[src/rtl/core/shaded_palette_recolor_macros.svh]
// assertion macros for the palette recolor core
`ifndef SHADED_PALETTE_RECOLOR_MACROS_SVH
`define SHADED_PALETTE_RECOLOR_MACROS_SVH

`ifndef ASSERT_OFF
`define SPR_ASSERT_SAME(lbl, ante, cons) \
	lbl: assert property (@(posedge clk) disable iff (!arst_n) (ante) |-> (cons)) \
		else $error("spr assertion failed");
`define SPR_ASSERT_NEXT(lbl, ante, cons) \
	lbl: assert property (@(posedge clk) disable iff (!arst_n) (ante) |=> (cons)) \
		else $error("spr assertion failed");
`else
`define SPR_ASSERT_SAME(lbl, ante, cons)
`define SPR_ASSERT_NEXT(lbl, ante, cons)
`endif

`endif

[src/rtl/core/spr_pkg.sv]
package spr_pkg;

	localparam int PALETTE_DEPTH_DEF = 32;
	localparam int SUM_W  = 10;
	localparam int PROD_W = 18;
	localparam int CNT_W  = 6;

	localparam logic ACT_LOAD  = 1'b0;
	localparam logic ACT_PIXEL = 1'b1;

	// fields of a pixel after the input stage
	typedef struct packed {
		logic [2:0][7:0] orig_rgb;
		logic [7:0]      orig_alpha;
		logic [2:0][7:0] flat_rgb;
		logic [SUM_W-1:0] lit_sum;
		logic [SUM_W-1:0] flat_sum;
		logic             pass;
	} spr_pix_t;

	typedef struct packed {
		logic [2:0][7:0] rgb;
		logic [7:0]      alpha;
		logic            recolored;
		logic            use_quot;
	} spr_side_t;

	typedef struct packed {
		logic [2:0][PROD_W-1:0] rem;
		logic [2:0][7:0]        quo;
		logic [SUM_W-1:0]       divisor;
		spr_side_t              side;
	} spr_div_t;

endpackage

[src/rtl/core/spr_front.sv]
module spr_front #(
	parameter int PALETTE_DEPTH = spr_pkg::PALETTE_DEPTH_DEF
) (
	input  logic                        clk,
	input  logic                        arst_n,
	input  logic                        en,
	input  logic                        in_valid,
	input  logic                        action,
	input  logic [4:0]                  entry_index,
	input  logic [7:0]                  orig_red,
	input  logic [7:0]                  orig_green,
	input  logic [7:0]                  orig_blue,
	input  logic [7:0]                  orig_alpha,
	input  logic [7:0]                  flat_red,
	input  logic [7:0]                  flat_green,
	input  logic [7:0]                  flat_blue,
	input  logic [7:0]                  flat_alpha,
	input  logic [spr_pkg::CNT_W-1:0]   palette_count,
	output logic                        valid_s1,
	output spr_pkg::spr_pix_t           pix_s1,
	output logic [23:0]                 pal_s1
);

	localparam int IDX_W = (PALETTE_DEPTH > 1) ? $clog2(PALETTE_DEPTH) : 1;

	logic [23:0]      palette [PALETTE_DEPTH];
	logic             take;
	logic             wr_en;
	logic [8:0]       entry_wide;
	logic [7:0]       mat_id;
	spr_pkg::spr_pix_t pix_d;

	assign take       = in_valid && en;
	assign entry_wide = {4'b0, entry_index};
	assign wr_en      = take && (action == spr_pkg::ACT_LOAD) &&
		(entry_wide < 9'(PALETTE_DEPTH));
	// material id is stored inverted in the unlit alpha
	assign mat_id     = ~flat_alpha;

	always_comb begin
		pix_d.orig_rgb   = {orig_red, orig_green, orig_blue};
		pix_d.orig_alpha = orig_alpha;
		pix_d.flat_rgb   = {flat_red, flat_green, flat_blue};
		pix_d.lit_sum    = 10'(orig_red) + 10'(orig_green) + 10'(orig_blue);
		pix_d.flat_sum   = 10'(flat_red) + 10'(flat_green) + 10'(flat_blue);
		pix_d.pass       = (orig_alpha == 8'd0) || (mat_id >= {2'b0, palette_count}) ||
			({1'b0, mat_id} >= 9'(PALETTE_DEPTH));
	end

	always_ff @(posedge clk) begin
		if (wr_en) begin
			palette[entry_wide[IDX_W-1:0]] <= {orig_red, orig_green, orig_blue};
		end
	end

	always_ff @(posedge clk) begin
		if (en) begin
			pal_s1 <= palette[mat_id[IDX_W-1:0]];
			pix_s1 <= pix_d;
		end
	end

	always_ff @(posedge clk or negedge arst_n) begin
		if (!arst_n) begin
			valid_s1 <= 1'b0;
		end else if (en) begin
			valid_s1 <= in_valid && (action == spr_pkg::ACT_PIXEL);
		end
	end

endmodule

[src/rtl/core/spr_shade.sv]
module spr_shade (
	input  logic              clk,
	input  logic              arst_n,
	input  logic              en,
	input  logic              valid_s1,
	input  spr_pkg::spr_pix_t pix_s1,
	input  logic [23:0]       pal_s1,
	output logic              valid_s2,
	output spr_pkg::spr_div_t div_s2
);

	logic [2:0][7:0]  pal;
	logic signed [9:0] delta_sum;
	spr_pkg::spr_div_t div_d;

	assign pal = pal_s1;

	always_comb begin
		div_d         = '0;
		delta_sum     = '0;
		div_d.divisor = pix_s1.flat_sum;
		div_d.side.alpha = pix_s1.orig_alpha;
		for (int c = 0; c < 3; c++) begin
			div_d.rem[c] = spr_pkg::PROD_W'({10'b0, pal[c]} * {8'b0, pix_s1.lit_sum});
		end
		if (pix_s1.pass) begin
			div_d.side.rgb = pix_s1.orig_rgb;
		end else if (pix_s1.flat_sum == '0) begin
			div_d.side.rgb       = pal;
			div_d.side.recolored = 1'b1;
		end else if (pix_s1.lit_sum >= pix_s1.flat_sum) begin
			div_d.side.recolored = 1'b1;
			for (int c = 0; c < 3; c++) begin
				delta_sum = $signed({2'b0, pal[c]}) + $signed({2'b0, pix_s1.orig_rgb[c]}) -
					$signed({2'b0, pix_s1.flat_rgb[c]});
				if (delta_sum < 0) begin
					div_d.side.rgb[c] = 8'd0;
				end else if (delta_sum > 10'sd255) begin
					div_d.side.rgb[c] = 8'd255;
				end else begin
					div_d.side.rgb[c] = delta_sum[7:0];
				end
			end
		end else begin
			div_d.side.recolored = 1'b1;
			div_d.side.use_quot  = 1'b1;
		end
	end

	always_ff @(posedge clk) begin
		if (en) begin
			div_s2 <= div_d;
		end
	end

	always_ff @(posedge clk or negedge arst_n) begin
		if (!arst_n) begin
			valid_s2 <= 1'b0;
		end else if (en) begin
			valid_s2 <= valid_s1;
		end
	end

endmodule

[src/rtl/core/spr_div_stage.sv]
// two restoring division steps per stage, three channels side by side
module spr_div_stage #(
	parameter int HI_BIT = 7
) (
	input  logic              clk,
	input  logic              arst_n,
	input  logic              en,
	input  logic              vin,
	input  spr_pkg::spr_div_t din,
	output logic              vout,
	output spr_pkg::spr_div_t dout
);

	logic [spr_pkg::PROD_W-1:0] trial;
	spr_pkg::spr_div_t          nxt;

	always_comb begin
		nxt   = din;
		trial = '0;
		for (int c = 0; c < 3; c++) begin
			for (int k = 0; k < 2; k++) begin
				trial = spr_pkg::PROD_W'(din.divisor) << (HI_BIT - k);
				if (nxt.rem[c] >= trial) begin
					nxt.rem[c]             = nxt.rem[c] - trial;
					nxt.quo[c][HI_BIT - k] = 1'b1;
				end
			end
		end
	end

	always_ff @(posedge clk) begin
		if (en) begin
			dout <= nxt;
		end
	end

	always_ff @(posedge clk or negedge arst_n) begin
		if (!arst_n) begin
			vout <= 1'b0;
		end else if (en) begin
			vout <= vin;
		end
	end

endmodule

[src/rtl/core/shaded_palette_recolor.sv]
// Palette recolor with shading. Load items (action 0) write one RGB palette entry and give
// no result; pixel items (action 1) give one result each, in order. One item is taken per
// clock while in_ready is high. A pixel result passes through six register stages: the
// input stage with the registered palette read, the shading and multiply stage, and four
// divider stages that each settle two quotient bits of lit_sum * color / flat_sum. Stages
// advance independently, so bubbles are squeezed out while the output is stalled.
// palette_count is written through cfg_wr_en/cfg_wr_data and resets to zero.
`include "shaded_palette_recolor_macros.svh"

module shaded_palette_recolor #(
	parameter int PALETTE_DEPTH = spr_pkg::PALETTE_DEPTH_DEF
) (
	input  logic                      clk,
	input  logic                      arst_n,
	input  logic                      cfg_wr_en,
	input  logic [spr_pkg::CNT_W-1:0] cfg_wr_data,
	input  logic                      in_valid,
	output logic                      in_ready,
	input  logic                      action,
	input  logic [4:0]                entry_index,
	input  logic [7:0]                orig_red,
	input  logic [7:0]                orig_green,
	input  logic [7:0]                orig_blue,
	input  logic [7:0]                orig_alpha,
	input  logic [7:0]                flat_red,
	input  logic [7:0]                flat_green,
	input  logic [7:0]                flat_blue,
	input  logic [7:0]                flat_alpha,
	output logic                      out_valid,
	input  logic                      out_ready,
	output logic [7:0]                out_red,
	output logic [7:0]                out_green,
	output logic [7:0]                out_blue,
	output logic [7:0]                out_alpha,
	output logic                      recolored
);

	logic [spr_pkg::CNT_W-1:0] count_q;
	logic                      valid_s1, valid_s2, valid_s3, valid_s4, valid_s5, valid_s6;
	logic                      en1, en2, en3, en4, en5, en6;
	spr_pkg::spr_pix_t         pix_s1;
	logic [23:0]               pal_s1;
	spr_pkg::spr_div_t         div_s2, div_s3, div_s4, div_s5, div_s6;

	always_ff @(posedge clk or negedge arst_n) begin
		if (!arst_n) begin
			count_q <= '0;
		end else if (cfg_wr_en) begin
			count_q <= cfg_wr_data;
		end
	end

	// a stage loads when it is empty or its content moves on
	assign en6      = !valid_s6 || out_ready;
	assign en5      = !valid_s5 || en6;
	assign en4      = !valid_s4 || en5;
	assign en3      = !valid_s3 || en4;
	assign en2      = !valid_s2 || en3;
	assign en1      = !valid_s1 || en2;
	assign in_ready = en1;

	spr_front #(
		.PALETTE_DEPTH(PALETTE_DEPTH)
	) u_front (
		.clk          (clk),
		.arst_n       (arst_n),
		.en           (en1),
		.in_valid     (in_valid),
		.action       (action),
		.entry_index  (entry_index),
		.orig_red     (orig_red),
		.orig_green   (orig_green),
		.orig_blue    (orig_blue),
		.orig_alpha   (orig_alpha),
		.flat_red     (flat_red),
		.flat_green   (flat_green),
		.flat_blue    (flat_blue),
		.flat_alpha   (flat_alpha),
		.palette_count(count_q),
		.valid_s1     (valid_s1),
		.pix_s1       (pix_s1),
		.pal_s1       (pal_s1)
	);

	spr_shade u_shade (
		.clk     (clk),
		.arst_n  (arst_n),
		.en      (en2),
		.valid_s1(valid_s1),
		.pix_s1  (pix_s1),
		.pal_s1  (pal_s1),
		.valid_s2(valid_s2),
		.div_s2  (div_s2)
	);

	spr_div_stage #(.HI_BIT(7)) u_div3 (
		.clk(clk), .arst_n(arst_n), .en(en3),
		.vin(valid_s2), .din(div_s2), .vout(valid_s3), .dout(div_s3)
	);

	spr_div_stage #(.HI_BIT(5)) u_div4 (
		.clk(clk), .arst_n(arst_n), .en(en4),
		.vin(valid_s3), .din(div_s3), .vout(valid_s4), .dout(div_s4)
	);

	spr_div_stage #(.HI_BIT(3)) u_div5 (
		.clk(clk), .arst_n(arst_n), .en(en5),
		.vin(valid_s4), .din(div_s4), .vout(valid_s5), .dout(div_s5)
	);

	spr_div_stage #(.HI_BIT(1)) u_div6 (
		.clk(clk), .arst_n(arst_n), .en(en6),
		.vin(valid_s5), .din(div_s5), .vout(valid_s6), .dout(div_s6)
	);

	assign out_valid = valid_s6;
	assign out_red   = div_s6.side.use_quot ? div_s6.quo[2] : div_s6.side.rgb[2];
	assign out_green = div_s6.side.use_quot ? div_s6.quo[1] : div_s6.side.rgb[1];
	assign out_blue  = div_s6.side.use_quot ? div_s6.quo[0] : div_s6.side.rgb[0];
	assign out_alpha = div_s6.side.alpha;
	assign recolored = div_s6.side.recolored;

	`SPR_ASSERT_SAME(a_stall_only_when_full, !in_ready, valid_s1 && out_valid && !out_ready)
	`SPR_ASSERT_NEXT(a_pixel_enters, in_valid && in_ready && (action == spr_pkg::ACT_PIXEL), valid_s1)
	`SPR_ASSERT_NEXT(a_load_no_entry, in_valid && in_ready && (action == spr_pkg::ACT_LOAD), !valid_s1)
	`SPR_ASSERT_SAME(a_quot_is_recolor, out_valid && div_s6.side.use_quot, recolored)

endmodule

[config.mk]
export PLATFORM = sky130hd
export DESIGN_NAME = shaded_palette_recolor
export DESIGN_NICKNAME = d
export VERILOG_FILES = /design/src/rtl/core/spr_pkg.sv /design/src/rtl/core/spr_front.sv /design/src/rtl/core/spr_shade.sv /design/src/rtl/core/spr_div_stage.sv /design/src/rtl/core/shaded_palette_recolor.sv
export VERILOG_INCLUDE_DIRS = /design/src /design/src/rtl/core
export SDC_FILE = /design/constraint.sdc
export NUM_CORES = 2
export LEC_CHECK = 0
export ABC_AREA = 0
export BUFFER_PORTS_ARGS = -buffer_cell sky130_fd_sc_hd__buf_2
export CAP_MARGIN = 25
export CORE_UTILIZATION = 50
export CTS_BUF_LIST = sky130_fd_sc_hd__clkbuf_8
export DETAILED_ROUTE_END_ITERATION = 12
export PLACE_DENSITY = 0.66
export SLEW_MARGIN = 20
export SYNTH_ARGS = -nofsm -noshare
export SYNTH_HDL_FRONTEND = slang
export SYNTH_HIERARCHICAL = 1
export SYNTH_SLANG_ARGS = --single-unit
[constraint.sdc]
create_clock -name clk -period 9.3 [get_ports clk]
set_clock_uncertainty 0.15 [all_clocks]
set_input_delay 0 -clock clk [delete_from_list [all_inputs] [get_ports clk]]
set_output_delay 0 -clock clk [all_outputs]
set_load 0.005 [all_outputs]
==> results_dict.tcl <==
set metrics [dict create \
    worstMarginPinSlew_ns 1.06 \
    cts_setup_buffers 0 \
    antenna_found_initial 18 \
    mostFrequentLayoutCell "edfxtp_1" \
    fp.dieW_um 392 \
    ios 116 \
    finalWirelength_um 189000 \
    cts_buffer_depth 3 \
    end_kind "flop" \
    grt_pass1_wl_um 284000 \
    start_util_pct 50.6 \
    antenna_left 0 \
    pwr_density_cell_nw_per_um2 407 \
    r2r-end "u_div5/dout[54]$_SDFFCE_PP1P_" \
    crit_type "flop to flop" \
    drive_above_1_share_pct 13.2 \
    drt_iter0_drc 3525 \
    synth_area_sq_um 76100 \
    slew_viol_final 0 \
    path_clk_slew_ns 0.07 \
    syn_avg_cell_area_sq_um 13.3 \
    multi_input_area_sq_um 31500 \
    p_total_mw 34.6 \
    startpoint "u_div4/dout[40]$_DFFE_PP_" \
    hold_path.startpoint "flat_blue[7]" \
    drc_errors 0 \
    regToRegSetupSlack_ns 2.61 \
    row_count 142 \
    cts_max_level 4 \
    grt_pass1_vias 47678 \
    yosys_warnings 6 \
    cp.required_ns 9.86 \
    crit_fanout 20 \
    finalHoldViolCount 0 \
    grt.overflow.total 0 \
    fin_setup_tns_ns 0 \
    cts_tree "done" \
    grt_max_degree 114 \
    most-common-layout-cells "1,391 x edfxtp_1, 492 x inv_1, 411 x ha_1" \
    cap_violations 0 \
    cts_root_buffer "clkbuf_8" \
    io_buffers 115 \
    area_growth_pct 11.8 \
    dpl.hpwl_um 129000 \
    vdd_drop_max_mv 0.286 \
    endpoint "u_div5/dout[54]$_SDFFCE_PP1P_" \
    r2r-start "u_div4/dout[40]$_DFFE_PP_" \
    leakage_nw 33.0 \
    chipHeight_um 392 \
    ff2ff_path_depth 15 \
    place.gp.congestion 0.888 \
    hold_path.class "primary input to flop" \
    period_needed_ns 6.69 \
    cts-resized-gates 0 \
    setup-violations-final 0 \
    clock.fmax_ghz 0.150 \
    holdBufCountCts 169 \
    cts.sinks 1403 \
    dieArea_sq_um 154000 \
    nets 6818 \
    period_share_pct 71.9 \
    worstPathArrival_ns 7.25 \
    synthCells 5714 \
    rsz0062_at_grt "no" \
    vias 47568 \
    fin_util_pct 56.5 \
    n_fill_cell 12213 \
    routedWlPerCell_um 22.7 \
    clk_latency_ns 0.97 \
    core_region_area_sq_um 150000 \
    track_usage_pct 24.6 \
    start_kind "flop" \
    first_pass_iters 6 \
    relSlewSlack_pct 29.3 \
    numCtsBuffers 223 \
    seq_area_sq_um 42100 \
    outcome "completed" \
    via_per_inst 5.73 \
]
==> metrics by stage <==
step,instance area (sq um),cells,setup WS (ns),hold WS (ns)
6_report,85100,8306,2.61,0.107
5_1_grt,85100,8303,2.05,0.0662
4_1_cts,85100,8300,2.71,0.00187
3_5_place_dp,78900,7736,2.66,-0.216
3_3_place_gp,78900,7734,2.73,-0.233
2_1_floorplan,76200,5737,3.82,-0.446
==> power breakdown <==
| group | internal, mW | leakage, nW | total (mW) | switching (mW) |
|---|---|---|---|---|
| sequential | 8.75 | 13.6 | 9.36 | 0.613 |
| combinational | 9.00 | 16.9 | 20.1 | 11.1 |
| clock | 2.65 | 2.47 | 5.18 | 2.53 |
==> worst max-delay path, cell delays in order, from the launching register on <==
cell and delay (ns):
edfxtp_1 0.37, inv_1 0.43, ha_1 0.39, a41o_1 0.27, a221oi_2 0.38, nand2b_1 0.20
nand3_1 0.58, mux2_2 0.53, ha_1 0.35, a211oi_1 0.39, o21ai_0 0.16, a31oi_1 0.29
o21ai_0 0.24, nor4_1 0.41, nand4bb_1 0.76, or2_2 0.58
==> worst min-delay path by stage <==
| stage | depth (start not counted) | endpoint | slack [ns] |
|---|---|---|---|
| after floorplan | 0 | count_q[0]$_DFFE_PN0P_ | -0.45 |
| after global placement | 1 | count_q[5]$_DFFE_PN0P_ | -0.23 |
| after detailed placement | 1 | count_q[2]$_DFFE_PN0P_ | -0.22 |
| after CTS | 4 | u_front/pix_s1[10]$_DFFE_PP_ | 0.002 |
| after global routing | 4 | u_front/pix_s1[10]$_DFFE_PP_ | 0.07 |
| final | 4 | u_front/pix_s1[10]$_DFFE_PP_ | 0.11 |
==> registers in the layout, indices dropped and copies added (netlist names) <==
signal	count
u_div4/dout	122
u_shade/valid_s2	1
u_front/palette	768
u_div3/dout	122
u_front/pix_s1	77
u_div3/vout	1
u_div4/vout	1
u_shade/div_s2	98
u_div6/dout	58
u_div5/vout	1
count_q	6
u_front/pal_s1	24
u_div5/dout	122
u_div6/vout	1
u_front/valid_s1	1
==> final cells by class <==
| class | count | area share [%] |
|---|---|---|
| repair buffers | 357 | 3.39 |
| clock buffers | 223 | 3.61 |
| clock inverters | 172 | 1.59 |
| multi-input cells | 3699 | 37.1 |
| diodes | 4 | 0.0118 |
| well taps | 2016 | 2.97 |
| inverters | 432 | 1.91 |
| flip-flops and latches | 1403 | 49.5 |
==> layer usage <==
metal | up-vias | wire, um | track usage [%]
li1 | 22103 | - | -
met1 | 23598 | 78200 | 31.4
met2 | 1464 | 91900 | 41.4
met3 | 387 | 10700 | 4.26
met4 | 16 | 7730 | 10.2
met5 | - | 104 | 0
Power figures use the tool's default switching activity.
